### config.mk
export PLATFORM = sky130hd
export DESIGN_NAME = rgb565_to_bmp24_stream_writer
export DESIGN_NICKNAME = d
export VERILOG_FILES = /design/src/rtl/core/rgbbmp_pkg.sv /design/src/rtl/core/rgbbmp_front.sv /design/src/rtl/core/rgbbmp_queue.sv /design/src/rtl/core/rgbbmp_back.sv /design/src/rtl/core/rgb565_to_bmp24_stream_writer.sv
export SDC_FILE = /design/constraint.sdc
export NUM_CORES = 1
export LEC_CHECK = 0
export BUFFER_PORTS_ARGS = -buffer_cell sky130_fd_sc_hd__clkbuf_2
export CAP_MARGIN = 20
export CORE_MARGIN = 2
export CORE_UTILIZATION = 41
export DETAILED_ROUTE_END_ITERATION = 6
export SYNTH_ARGS = -nofsm -noshare
export SYNTH_HDL_FRONTEND = slang
export SYNTH_SLANG_ARGS = --single-unit
### constraint.sdc
create_clock -name clk -period 9.4 [get_ports clk]
set_clock_uncertainty 0.1 [all_clocks]
set_input_delay 1.88 -clock clk [delete_from_list [all_inputs] [get_ports clk]]
set_output_delay 1.88 -clock clk [all_outputs]
set_load 0.05 [all_outputs]
### src/rtl/core/rgbbmp_pkg.sv
// Shared types, constants and helper functions for the RGB565 to 24-bit BMP writer.
// Used by every module under rtl/core; depends on nothing.
package rgbbmp_pkg;

	// Field and register widths
	localparam int DIM_W     = 11;
	localparam int STRIDE_W  = 13;
	localparam int SIZE_W    = 24;
	localparam int CFG_IDX_W = 1;

	// Configuration register indexes
	localparam logic [CFG_IDX_W-1:0] REG_IMAGE_WIDTH  = 1'b0;
	localparam logic [CFG_IDX_W-1:0] REG_IMAGE_HEIGHT = 1'b1;

	// Register reset values and default size limits
	localparam logic [DIM_W-1:0] RESET_WIDTH  = 11'd320;
	localparam logic [DIM_W-1:0] RESET_HEIGHT = 11'd240;
	localparam int DEF_MAX_WIDTH  = 1024;
	localparam int DEF_MAX_HEIGHT = 1024;

	// Depth of the queue between front and back
	localparam int Q_DEPTH = 2;

	// BMP header layout
	localparam logic [31:0] HDR_BYTES      = 32'd54;
	localparam logic [31:0] INFO_HDR_BYTES = 32'd40;
	localparam logic [31:0] PIXELS_PER_M   = 32'd2835;
	localparam logic [15:0] PLANES         = 16'd1;
	localparam logic [15:0] BITS_PER_PIXEL = 16'd24;
	localparam logic [7:0]  HDR_MAGIC_B    = 8'h42;
	localparam logic [7:0]  HDR_MAGIC_M    = 8'h4D;
	localparam logic [5:0]  HDR_LAST_IDX   = 6'd53;

	// One classified pixel, as handed from front to back
	typedef struct packed {
		logic                hdr;
		logic                eoi;
		logic [1:0]          pad;
		logic [DIM_W-1:0]    width;
		logic [DIM_W-1:0]    height;
		logic [STRIDE_W-1:0] stride;
		logic [7:0]          blue;
		logic [7:0]          green;
		logic [7:0]          red;
	} cmd_t;

	// Expand a 5-bit channel to v*255/31: 8v plus floor(7v/31)
	function automatic logic [7:0] expand5(input logic [4:0] v);
		logic [7:0] v7;
		logic [7:0] frac;
		v7   = {v, 3'b000} - {3'b000, v};
		frac = '0;
		for (int k = 1; k <= 7; k++) begin
			if (v7 >= 8'(31 * k))
				frac = frac + 8'd1;
		end
		return {v, 3'b000} + frac;
	endfunction

	// Expand a 6-bit channel to v*255/63: 4v plus floor(v/21)
	function automatic logic [7:0] expand6(input logic [5:0] v);
		logic [7:0] frac;
		if (v >= 6'd63)
			frac = 8'd3;
		else if (v >= 6'd42)
			frac = 8'd2;
		else if (v >= 6'd21)
			frac = 8'd1;
		else
			frac = 8'd0;
		return {v, 2'b00} + frac;
	endfunction

	// Byte idx of the 54-byte little-endian file and info header
	function automatic logic [7:0] hdr_byte(
		input logic [5:0]        idx,
		input logic [DIM_W-1:0]  w,
		input logic [DIM_W-1:0]  h,
		input logic [SIZE_W-1:0] dsize
	);
		logic [31:0] fsize;
		logic [31:0] w32;
		logic [31:0] h32;
		logic [31:0] d32;
		logic [7:0]  b;
		fsize = 32'(dsize) + HDR_BYTES;
		w32   = 32'(w);
		h32   = 32'(h);
		d32   = 32'(dsize);
		case (idx)
			6'd0:  b = HDR_MAGIC_B;
			6'd1:  b = HDR_MAGIC_M;
			6'd2:  b = fsize[7:0];
			6'd3:  b = fsize[15:8];
			6'd4:  b = fsize[23:16];
			6'd5:  b = fsize[31:24];
			6'd10: b = HDR_BYTES[7:0];
			6'd11: b = HDR_BYTES[15:8];
			6'd12: b = HDR_BYTES[23:16];
			6'd13: b = HDR_BYTES[31:24];
			6'd14: b = INFO_HDR_BYTES[7:0];
			6'd15: b = INFO_HDR_BYTES[15:8];
			6'd16: b = INFO_HDR_BYTES[23:16];
			6'd17: b = INFO_HDR_BYTES[31:24];
			6'd18: b = w32[7:0];
			6'd19: b = w32[15:8];
			6'd20: b = w32[23:16];
			6'd21: b = w32[31:24];
			6'd22: b = h32[7:0];
			6'd23: b = h32[15:8];
			6'd24: b = h32[23:16];
			6'd25: b = h32[31:24];
			6'd26: b = PLANES[7:0];
			6'd27: b = PLANES[15:8];
			6'd28: b = BITS_PER_PIXEL[7:0];
			6'd29: b = BITS_PER_PIXEL[15:8];
			6'd34: b = d32[7:0];
			6'd35: b = d32[15:8];
			6'd36: b = d32[23:16];
			6'd37: b = d32[31:24];
			6'd38: b = PIXELS_PER_M[7:0];
			6'd39: b = PIXELS_PER_M[15:8];
			6'd40: b = PIXELS_PER_M[23:16];
			6'd41: b = PIXELS_PER_M[31:24];
			6'd42: b = PIXELS_PER_M[7:0];
			6'd43: b = PIXELS_PER_M[15:8];
			6'd44: b = PIXELS_PER_M[23:16];
			6'd45: b = PIXELS_PER_M[31:24];
			default: b = 8'h00;
		endcase
		return b;
	endfunction

endpackage

### src/rtl/core/rgbbmp_front.sv
// Front end: clamps the image size, tracks column, row and header state,
// expands the pixel and builds one queue command per pixel. Uses rgbbmp_pkg.
module rgbbmp_front #(
	parameter int MAX_WIDTH  = rgbbmp_pkg::DEF_MAX_WIDTH,
	parameter int MAX_HEIGHT = rgbbmp_pkg::DEF_MAX_HEIGHT
) (
	input  logic                          clk,
	input  logic                          arst_n,
	input  logic [rgbbmp_pkg::DIM_W-1:0]  image_width,
	input  logic [rgbbmp_pkg::DIM_W-1:0]  image_height,
	input  logic                          accept,
	input  logic [15:0]                   pixel_rgb565,
	output rgbbmp_pkg::cmd_t              cmd
);
	import rgbbmp_pkg::*;

	logic [DIM_W-1:0]    w_eff;
	logic [DIM_W-1:0]    h_eff;
	logic [DIM_W-1:0]    col_q;
	logic [DIM_W-1:0]    row_q;
	logic                hdr_done_q;
	logic [DIM_W:0]      col_inc;
	logic [DIM_W:0]      row_inc;
	logic                row_end;
	logic                img_end;
	logic [STRIDE_W-1:0] triple;
	logic [STRIDE_W-1:0] stride_raw;
	logic [1:0]          pad_bytes;

	// Clamp the size registers to 1..MAX
	always_comb begin
		if (image_width == '0)
			w_eff = DIM_W'(1);
		else if (32'(image_width) > 32'(MAX_WIDTH))
			w_eff = DIM_W'(MAX_WIDTH);
		else
			w_eff = image_width;
		if (image_height == '0)
			h_eff = DIM_W'(1);
		else if (32'(image_height) > 32'(MAX_HEIGHT))
			h_eff = DIM_W'(MAX_HEIGHT);
		else
			h_eff = image_height;
	end

	// Row stride rounded up to four bytes, and the padding that gets there
	assign triple     = {2'b00, w_eff} + {1'b0, w_eff, 1'b0};
	assign stride_raw = triple + STRIDE_W'(3);
	assign pad_bytes  = 2'b00 - triple[1:0];

	// Detect end of row and end of image
	assign col_inc = {1'b0, col_q} + 1'b1;
	assign row_inc = {1'b0, row_q} + 1'b1;
	assign row_end = col_inc >= {1'b0, w_eff};
	assign img_end = row_end && (row_inc >= {1'b0, h_eff});

	// Advance position and header state on each accepted item
	always_ff @(posedge clk or negedge arst_n) begin
		if (!arst_n) begin
			col_q      <= '0;
			row_q      <= '0;
			hdr_done_q <= 1'b0;
		end else if (accept) begin
			hdr_done_q <= !img_end;
			if (row_end) begin
				col_q <= '0;
				row_q <= img_end ? '0 : row_inc[DIM_W-1:0];
			end else begin
				col_q <= col_inc[DIM_W-1:0];
			end
		end
	end

	// Build the command for the back end
	always_comb begin
		cmd.hdr    = !hdr_done_q;
		cmd.eoi    = img_end;
		cmd.pad    = row_end ? pad_bytes : 2'b00;
		cmd.width  = w_eff;
		cmd.height = h_eff;
		cmd.stride = {stride_raw[STRIDE_W-1:2], 2'b00};
		cmd.blue   = expand5(pixel_rgb565[4:0]);
		cmd.green  = expand6(pixel_rgb565[10:5]);
		cmd.red    = expand5(pixel_rgb565[15:11]);
	end

endmodule

### src/rtl/core/rgbbmp_queue.sv
// Short command queue between the front and back ends.
// Holds cmd_t entries from rgbbmp_pkg; first in, first out.
module rgbbmp_queue (
	input  logic             clk,
	input  logic             arst_n,
	input  logic             push,
	input  rgbbmp_pkg::cmd_t push_data,
	output logic             full,
	input  logic             pop,
	output logic             valid,
	output rgbbmp_pkg::cmd_t rd_data
);
	import rgbbmp_pkg::*;

	localparam int PTR_W = (Q_DEPTH > 1) ? $clog2(Q_DEPTH) : 1;
	localparam int CNT_W = $clog2(Q_DEPTH + 1);

	cmd_t             entry_q [Q_DEPTH];
	logic [PTR_W-1:0] wr_ptr_q;
	logic [PTR_W-1:0] rd_ptr_q;
	logic [CNT_W-1:0] count_q;

	assign full    = count_q == CNT_W'(Q_DEPTH);
	assign valid   = count_q != '0;
	assign rd_data = entry_q[rd_ptr_q];

	// Store pushed entries
	always_ff @(posedge clk) begin
		if (push)
			entry_q[wr_ptr_q] <= push_data;
	end

	// Advance pointers and fill count
	always_ff @(posedge clk or negedge arst_n) begin
		if (!arst_n) begin
			wr_ptr_q <= '0;
			rd_ptr_q <= '0;
			count_q  <= '0;
		end else begin
			if (push)
				wr_ptr_q <= (wr_ptr_q == PTR_W'(Q_DEPTH - 1)) ? '0 : wr_ptr_q + 1'b1;
			if (pop)
				rd_ptr_q <= (rd_ptr_q == PTR_W'(Q_DEPTH - 1)) ? '0 : rd_ptr_q + 1'b1;
			if (push && !pop)
				count_q <= count_q + 1'b1;
			else if (pop && !push)
				count_q <= count_q - 1'b1;
		end
	end

endmodule

### src/rtl/core/rgbbmp_back.sv
// Back end: walks one command at a time through header, pixel and padding
// bytes into a one-entry output register. Uses rgbbmp_pkg.
module rgbbmp_back (
	input  logic             clk,
	input  logic             arst_n,
	input  logic             q_valid,
	input  rgbbmp_pkg::cmd_t q_data,
	output logic             pop,
	output logic             busy,
	output logic             out_valid,
	input  logic             out_ready,
	output logic [7:0]       data_byte,
	output logic             last_of_run,
	output logic             end_of_image
);
	import rgbbmp_pkg::*;

	localparam logic [1:0] ST_HDR = 2'd0;
	localparam logic [1:0] ST_PIX = 2'd1;
	localparam logic [1:0] ST_PAD = 2'd2;

	logic              busy_q;
	logic [1:0]        state_q;
	logic [5:0]        idx_q;
	cmd_t              cmd_q;
	logic [SIZE_W-1:0] dsize_q;
	logic              out_valid_q;
	logic [7:0]        byte_q;
	logic              last_q;
	logic              eoi_q;

	logic              take;
	logic              advance;
	logic              final_byte;
	logic [7:0]        next_byte;
	logic [1:0]        state_nxt;
	logic [5:0]        idx_nxt;

	assign take    = !out_valid_q || out_ready;
	assign advance = busy_q && take;

	// Select the current byte and the step after it
	always_comb begin
		next_byte  = 8'h00;
		final_byte = 1'b0;
		state_nxt  = state_q;
		idx_nxt    = idx_q + 1'b1;
		unique case (state_q)
			ST_HDR: begin
				next_byte = hdr_byte(idx_q, cmd_q.width, cmd_q.height, dsize_q);
				if (idx_q == HDR_LAST_IDX) begin
					state_nxt = ST_PIX;
					idx_nxt   = '0;
				end
			end
			ST_PIX: begin
				case (idx_q[1:0])
					2'd0:    next_byte = cmd_q.blue;
					2'd1:    next_byte = cmd_q.green;
					default: next_byte = cmd_q.red;
				endcase
				if (idx_q[1:0] == 2'd2) begin
					final_byte = cmd_q.pad == 2'b00;
					state_nxt  = ST_PAD;
					idx_nxt    = '0;
				end
			end
			ST_PAD: begin
				next_byte  = 8'h00;
				final_byte = idx_q[1:0] == (cmd_q.pad - 2'd1);
			end
			default: begin
				final_byte = 1'b1;
			end
		endcase
	end

	// Take the next command when idle or as the current one finishes
	assign pop = q_valid && (!busy_q || (advance && final_byte));

	// Sequence control
	always_ff @(posedge clk or negedge arst_n) begin
		if (!arst_n) begin
			busy_q      <= 1'b0;
			state_q     <= ST_HDR;
			idx_q       <= '0;
			out_valid_q <= 1'b0;
		end else begin
			if (pop) begin
				busy_q  <= 1'b1;
				state_q <= q_data.hdr ? ST_HDR : ST_PIX;
				idx_q   <= '0;
			end else if (advance) begin
				if (final_byte) begin
					busy_q <= 1'b0;
				end else begin
					state_q <= state_nxt;
					idx_q   <= idx_nxt;
				end
			end
			if (advance)
				out_valid_q <= 1'b1;
			else if (out_ready)
				out_valid_q <= 1'b0;
		end
	end

	// Latch the command and its data size; load the output register
	always_ff @(posedge clk) begin
		if (pop) begin
			cmd_q   <= q_data;
			dsize_q <= SIZE_W'(q_data.stride) * SIZE_W'(q_data.height);
		end
		if (advance) begin
			byte_q <= next_byte;
			last_q <= final_byte;
			eoi_q  <= final_byte && cmd_q.eoi;
		end
	end

	assign busy         = busy_q;
	assign out_valid    = out_valid_q;
	assign data_byte    = byte_q;
	assign last_of_run  = last_q;
	assign end_of_image = eoi_q;

endmodule

### src/rtl/core/rgb565_to_bmp24_stream_writer.sv
// RGB565 pixel stream to 24-bit BMP byte stream: top level.
// Instantiates rgbbmp_front, rgbbmp_queue and rgbbmp_back; uses rgbbmp_pkg.
//
// Feed pixels bottom row first, left to right. Each pixel becomes blue, green and red
// bytes on the byte-wide output, preceded by the 54-byte header on the first pixel of an
// image and followed by zero padding to a four-byte row boundary on the last pixel of a
// row. The output port moves one byte per cycle unless out_ready stalls it, and the next
// command is popped as the final byte of the current one is taken. Input is accepted
// whenever the two-entry command queue has room, so up to two pixels can wait behind the
// one being emitted. The first byte passes through the queue, the back end's command
// register and the output register. last_of_run marks the final byte of each pixel,
// end_of_image the final byte of the file. Width and height (index 0 and 1 on the
// configuration port, clamped to 1..MAX) should only be written while no output is
// pending.
module rgb565_to_bmp24_stream_writer #(
	parameter int MAX_WIDTH  = rgbbmp_pkg::DEF_MAX_WIDTH,
	parameter int MAX_HEIGHT = rgbbmp_pkg::DEF_MAX_HEIGHT
) (
	input  logic                              clk,
	input  logic                              arst_n,
	input  logic                              cfg_valid,
	output logic                              cfg_ready,
	input  logic [rgbbmp_pkg::CFG_IDX_W-1:0]  cfg_index,
	input  logic [rgbbmp_pkg::DIM_W-1:0]      cfg_data,
	input  logic                              in_valid,
	output logic                              in_ready,
	input  logic [15:0]                       pixel_rgb565,
	output logic                              out_valid,
	input  logic                              out_ready,
	output logic [7:0]                        data_byte,
	output logic                              last_of_run,
	output logic                              end_of_image
);
	import rgbbmp_pkg::*;

	logic [DIM_W-1:0] width_q;
	logic [DIM_W-1:0] height_q;
	logic             accept;
	cmd_t             front_cmd;
	cmd_t             q_data;
	logic             q_full;
	logic             q_valid;
	logic             q_pop;
	logic             back_busy;

	// Configuration registers
	assign cfg_ready = 1'b1;

	always_ff @(posedge clk or negedge arst_n) begin
		if (!arst_n) begin
			width_q  <= RESET_WIDTH;
			height_q <= RESET_HEIGHT;
		end else if (cfg_valid) begin
			unique case (cfg_index)
				REG_IMAGE_WIDTH:  width_q  <= cfg_data;
				REG_IMAGE_HEIGHT: height_q <= cfg_data;
				default: ;
			endcase
		end
	end

	// Take a pixel whenever the queue has room
	assign in_ready = !q_full;
	assign accept   = in_valid && in_ready;

	rgbbmp_front #(
		.MAX_WIDTH  (MAX_WIDTH),
		.MAX_HEIGHT (MAX_HEIGHT)
	) u_front (
		.clk          (clk),
		.arst_n       (arst_n),
		.image_width  (width_q),
		.image_height (height_q),
		.accept       (accept),
		.pixel_rgb565 (pixel_rgb565),
		.cmd          (front_cmd)
	);

	rgbbmp_queue u_queue (
		.clk       (clk),
		.arst_n    (arst_n),
		.push      (accept),
		.push_data (front_cmd),
		.full      (q_full),
		.pop       (q_pop),
		.valid     (q_valid),
		.rd_data   (q_data)
	);

	rgbbmp_back u_back (
		.clk          (clk),
		.arst_n       (arst_n),
		.q_valid      (q_valid),
		.q_data       (q_data),
		.pop          (q_pop),
		.busy         (back_busy),
		.out_valid    (out_valid),
		.out_ready    (out_ready),
		.data_byte    (data_byte),
		.last_of_run  (last_of_run),
		.end_of_image (end_of_image)
	);

	// The file's final byte also closes its pixel
	assert property (@(posedge clk) disable iff (!arst_n)
		out_valid && end_of_image |-> last_of_run)
		else $error("end_of_image without last_of_run");

	// A new file starts with the magic byte
	assert property (@(posedge clk) disable iff (!arst_n)
		out_valid && out_ready && end_of_image |=> !out_valid || data_byte == HDR_MAGIC_B)
		else $error("file does not open with header magic");

	// A full queue only happens while the back end is working
	assert property (@(posedge clk) disable iff (!arst_n)
		!in_ready |-> back_busy)
		else $error("input stalled with idle back end");

	// A popped command always starts the back end
	assert property (@(posedge clk) disable iff (!arst_n)
		q_pop |=> back_busy)
		else $error("back end idle after pop");

endmodule

# Yosys cells after proc, flatten, opt, wreduce, memory -nomap -nowiden
# Memory sizes are Yosys's and may differ from the RTL's.
# Cells that the tools add are included.
[op_classes]
addsub = 29
n_mul = 1
div = 0
order_cmp = 21
n_eq_ne = 30
shift = 0
mux = 53
bitwise = 1
n_reduce_logical = 37
[op_table]
columns = ["operator", "count"]
rows = [
  ["one-hot mux 8 bit (19 select lines)", 1],
  ["two-way mux 8 bit", 14],
  ["adder 8 x 1 -> 8 bit (second input constant)", 10],
  ["two-way mux 11 bit", 6],
  ["== test 6 bit (second input constant)", 8],
  ["greater-or-equal comparator 8 bit (second input constant)", 6],
  ["== test 6 x 5 -> 1 bit (second input constant)", 6],
  ["greater-or-equal comparator 8 x 7 -> 1 bit (second input constant)", 4],
  ["one-hot mux 8 bit (2 select lines)", 2],
  ["two-way mux 6 bit", 5],
  ["adder 24 x 6 -> 25 bit (second input constant)", 1],
  ["adder 11 x 1 -> 12 bit (second input constant)", 2],
  ["adder 8 bit", 3],
  ["greater-or-equal comparator 12 x 11 -> 1 bit", 2],
  ["multiplier 13 x 11 -> 24 bit", 1],
  ["> comparator 11 bit (second input constant)", 2],
  ["zero test 11 bit", 2],
  ["greater-or-equal comparator 8 x 5 -> 1 bit (second input constant)", 2],
  ["greater-or-equal comparator 8 x 6 -> 1 bit (second input constant)", 2],
  ["two-way mux 2 bit", 8],
  ["subtractor 8 x 5 -> 8 bit", 2],
  ["two-way mux 1 bit", 14],
  ["adder 11 x 12 -> 13 bit", 1],
  ["adder 13 x 2 -> 13 bit (second input constant)", 1],
  ["31 further kinds", 67],
]
[totals]
reg_bits = 142
latchBits = 0
mem_bits_rw = 122
mem_bits_ro = 0
inputBits = 33
out_inout_bits = 13
elab_cells = 196
n_memories = 1
[memory_table]
columns = ["name", "words", "word_bits", "read_ports", "rd_ports_with_merged_regs", "wr", "line_no", "rtl"]
rows = [
  ["u_queue.entry_q", 2, 61, 1, 0, 1, "rgbbmp_queue.sv:18", "cmd_t entry_q [Q_DEPTH];"],
]

# Logic depth before layout (Yosys ltp)
[logic_depth]
depth_word = 16
ltp_mapped = 28
depth_no_buf = 27

# By module
# From an unflattened synthesis, not the netlist that was laid out.
[unflattened]
hier_cells = 1828
hier_area_um2 = 20171.8
[modules_own_cells]
columns = ["module", "n_inst", "cells_each", "area_each_um2", "seq_area_each_um2"]
rows = [
  ["rgbbmp_back", 1, 958, 9502.9, 2742.6],
  ["rgbbmp_queue", 1, 212, 5034.8, 3883.7],
  ["rgbbmp_front", 1, 606, 4729.5, 575.6],
  ["rgb565_to_bmp24_stream_writer", 1, 52, 904.6, 558.0],
]

# Least setup slack after synthesis
# Ideal clock, no wire load.
[synth_timing]
kind = "input -> register"
start = "input port pixel_rgb565[3]"
end = "memory u_queue.entry_q[0][22] (netlist bit) (data pin)"
setup_time_ns = 0.262
t_arrival_ns = 7.706
required_ns = 9.038
path_slack_ns = 1.331
stages = 23
n_path_buf = 1
path_cell_list = "inv_1 > ha_1 > or3_1 > a211o_1 > a2111oi_4 > a21oi_1 > ha_1 > clkbuf_1 > xnor2_1 > ha_1 > a32o_1 > ha_1 > mux2_2 > ha_1 > mux2_2 > ha_1 > or4b_2 > or4_1 > o21ai_0 > ha_1 > a21o_1 > a21oi_1 > xnor2_1"
[synth_lines]
columns = ["item", "line_no", "rtl"]
rows = [
  ["start: declaration", "rgb565_to_bmp24_stream_writer.sv:27", "input logic [15:0] pixel_rgb565,"],
  ["end: declaration", "rgbbmp_queue.sv:18", ""],
]

==> results.md <==
- Wire per inst: 17.4 um
- CTS hold repair buffers: 0
- Crit path max fanout: 10
- Total number of vias: 12500
- Num rows: 77
- Hold Startpoint: u_back.busy$_DFFE_PN0P_
- H-tree depth: 1
- WP data required: 9.60 ns
- Area contributors post-synth: edfxtp_1 34%, ha_1 9.6%, fa_1 9.2%, dfrtp_1 7.3%, mux2_2 5.0%
- Chip Height: 214 um
- Max-cap viol count: 0
- Hold Crit Class: flip-flop to flip-flop
- Hold Fails Final Rpt: 0
- Area fraction of the dominant cell type after synthesis: 33.6%
- Layout Nets: 1980
- Compound-Gate Fraction of Synth Area: 10.9%
- Post CTS Setup Buffer Count: 0
- Post-synthesis sequential area ratio: 41.8%
- GRT overflow: 0
- Antenna violations before repair: 0
- Data arrival, critical path: 8.33 ns
- IO buf count: 44
- Setup TNS Final: 0 ns
- Multi-input logic area: 9750 sq um
- Fill cells: 4134
- First-pass GRT wire length: 66.7 mm
- Top FF cell, synth: edfxtp_1
- Syn Inst Count: 1674
- Total CTS buffers: 30
- Num ports: 46
- Mean Syn Cell Area: 10.8 sq um
- Seq cells post-synth: 262
- Clk_lat worst skew: 0.56 ns
- Post-DR vias/cell: 5.34
- Most frequent cell after synthesis: edfxtp_1
- Post-synth top cells: 203 x edfxtp_1, 170 x inv_1, 155 x nand2_1
- Clock transition at path regs: 0.06 ns
- Final period util: 86.5%
- CP startpoint: pixel_rgb565[0]
- Max-slew headroom: 36.3%
- Asr flop ratio synth: 22.5%
- Area delta synth->final: 10.7%
- Mapped Area: 18200 sq um
- Final min period: 8.13 ns
- Fmax: 0.123 GHz
- Slew Viols, Final: 0
- TritonCTS clock tree: yes
- Post-synthesis simple-gate area fraction: 11.8%
- Met2 wire length: 18.8 mm
- Initial core utilization: 41.3%
- Yosys cell types: 87
- Detailed Place HPWL: 30.1 mm
- Layout cells sized above 1: 12.6%
- Startpoint types: input pin
- DR WL met3: 1.59 mm
- CTS Buffer Depth: 3
- Synth Area in Adders: 18.8%
- Met1 WL: 19.4 mm
- Clk sinks: 262
- Final Wtd Congestion: 0.889
- Final ANT Viol Nets: 0
- Post-CTS Resized: 0
- XOR/XNOR Fraction of Synth Area: 5.71%
- Top Metal Used: met4
- Multiplexer area fraction after synthesis: 6.23%
- Setup CP Type: input pin to flip-flop
- Status: finished clean
- Reg area: 7580 sq um
- DRC: 0
- Core area: 43900 sq um
- Yosys warnings: 0
- 1st-iter DRT viols: 820
- Routed wire length: 40.6 mm
- Final setup viols: 0
- Antenna Cells: 0
- Slew @ Worst Pin: 0.955 ns
- Cell taking the most area after synthesis: edfxtp_1
- RSZ-0062 raised after global routing: no
- GRT Total Usage: 17.8%
- Pre-antenna DRT Iters: 6
- Worst setup EP type: flip-flop
- Pin count of the biggest net entering global routing: 76
- Clk root buf: clkbuf_16
- Post-synth EDFFs: 203
- RR Startpoint: u_queue.rd_ptr_q$_DFFE_PN0P_
- DIE AREA: 46000 sq um
- Main combinational cell family by area after synthesis: adder cells
- Vias in the first global route: 12600
- DIE WIDTH: 214 um
## path summary, 6_finish.rpt
path	slack [ns]	cells after the start	end
min in group asynchronous	1.37	2	height_q[9]$_DFFE_PN0P_
setup / recovery	1.27	22	u_queue.entry_q[0][22]$_DFFE_PP_
max in group asynchronous	7.22	2	u_queue.rd_ptr_q$_DFFE_PN0P_
hold / removal	0.39	1	u_back.out_valid$_DFFE_PN0P_
hold reg to reg	0.39	1	u_back.out_valid$_DFFE_PN0P_
setup reg to reg	2.21	18	u_back.dsize_q[22]$_DFFE_PP_
## critical path, cell delays in order
cell       delay [ns]
clkbuf_2         0.18
ha_1             0.44
or3_1            0.34
a211o_1          0.36
a2111oi_4        0.53
a21oi_1          0.20
ha_1             0.47
xnor2_1          0.16
ha_1             0.25
a32o_1           0.25
ha_1             0.32
mux2_2           0.30
ha_1             0.29
mux2_2           0.17
ha_1             0.14
or4b_2           0.64
maj3_1           0.37
o21ai_0          0.29
ha_1             0.30
a21o_1           0.15
a21oi_1          0.18
xnor2_1          0.10
## registers in the layout (all words and copies together), names as in the netlist
| name | cells |
|---|---|
| u_front.col_q | 11 |
| u_front.row_q | 11 |
| u_queue.wr_ptr_q | 1 |
| u_queue.count_q | 2 |
| u_back.data_byte | 8 |
| u_back.busy | 1 |
| width_q | 11 |
| u_back.out_valid | 1 |
| u_back.dsize_q | 22 |
| u_back.last_of_run | 1 |
| u_queue.rd_ptr_q | 1 |
| u_back.state_q | 2 |
| u_back.cmd_q | 49 |
| u_queue.entry_q | 122 |
| height_q | 11 |
| u_back.idx_q | 6 |
| u_front.hdr_done_q | 1 |
| u_back.end_of_image | 1 |
## logic make-up (layout without fill, tap and decap cells)
kind of cell,count (synthesis),after routing
other,2,5
buffers and inverters,220,290
AOI/OAI and AO/OA,292,292
muxes,103,103
DFF,262,262
and+or+nand+nor,456,456
adders and majority gates,224,224
xor gates and xnor gates,115,115
## metal layers
metal	vias to the layer above	GRT usage, %
met5	-	0
met4	0	4.00
met3	50	2.03
met2	256	28.6
met1	6129	26.0
li1	6047	-
## area by class of cell
class	instances	share of cell area, %
tap	592	3.69
clock inverter	16	0.853
clock buffer	38	4.14
sequential	262	37.7
timing repair buffer	62	1.77
inverter	174	3.25
multi-input combinational	1195	48.5
## cell usage in the layout (no fill, tap or decap), types with 20 or more instances in the layout
| cell type | count |
|---|---|
| edfxtp_1 | 203 |
| inv_1 | 169 |
| nand2_1 | 155 |
| ha_1 | 139 |
| nor2_1 | 118 |
| fa_1 | 83 |
| mux2_2 | 80 |
| a21oi_1 | 73 |
| xnor2_1 | 71 |
| o21ai_0 | 55 |
| dfrtp_1 | 52 |
| clkbuf_2 | 44 |
| nand3_1 | 43 |
| xor2_1 | 41 |
| clkbuf_16 | 31 |
| a21o_1 | 26 |
| nor3_1 | 25 |
| mux2i_1 | 23 |
| nor2b_1 | 20 |
## metrics by stage
| stage | hold slack [ns] | std cells | setup WS [ns] | instance area (sq um) | utilization (%) |
|---|---|---|---|---|---|
| global route | 0.401 | 2339 | 0.750 | 20100 | 45.7 |
| floorplan | 0.342 | 1677 | 1.33 | 18200 | - |
| global placement | 0.360 | 2284 | 0.810 | 19100 | 43.4 |
| CTS | 0.393 | 2338 | 1.26 | 20100 | 45.7 |
| finish | 0.387 | 2339 | 1.27 | 20100 | 45.7 |
| detailed placement | 0.376 | 2284 | 0.726 | 19100 | 43.4 |
Power is not shown: default switching activity piles up to over one toggle a cycle in this logic, so the estimate is an artifact.
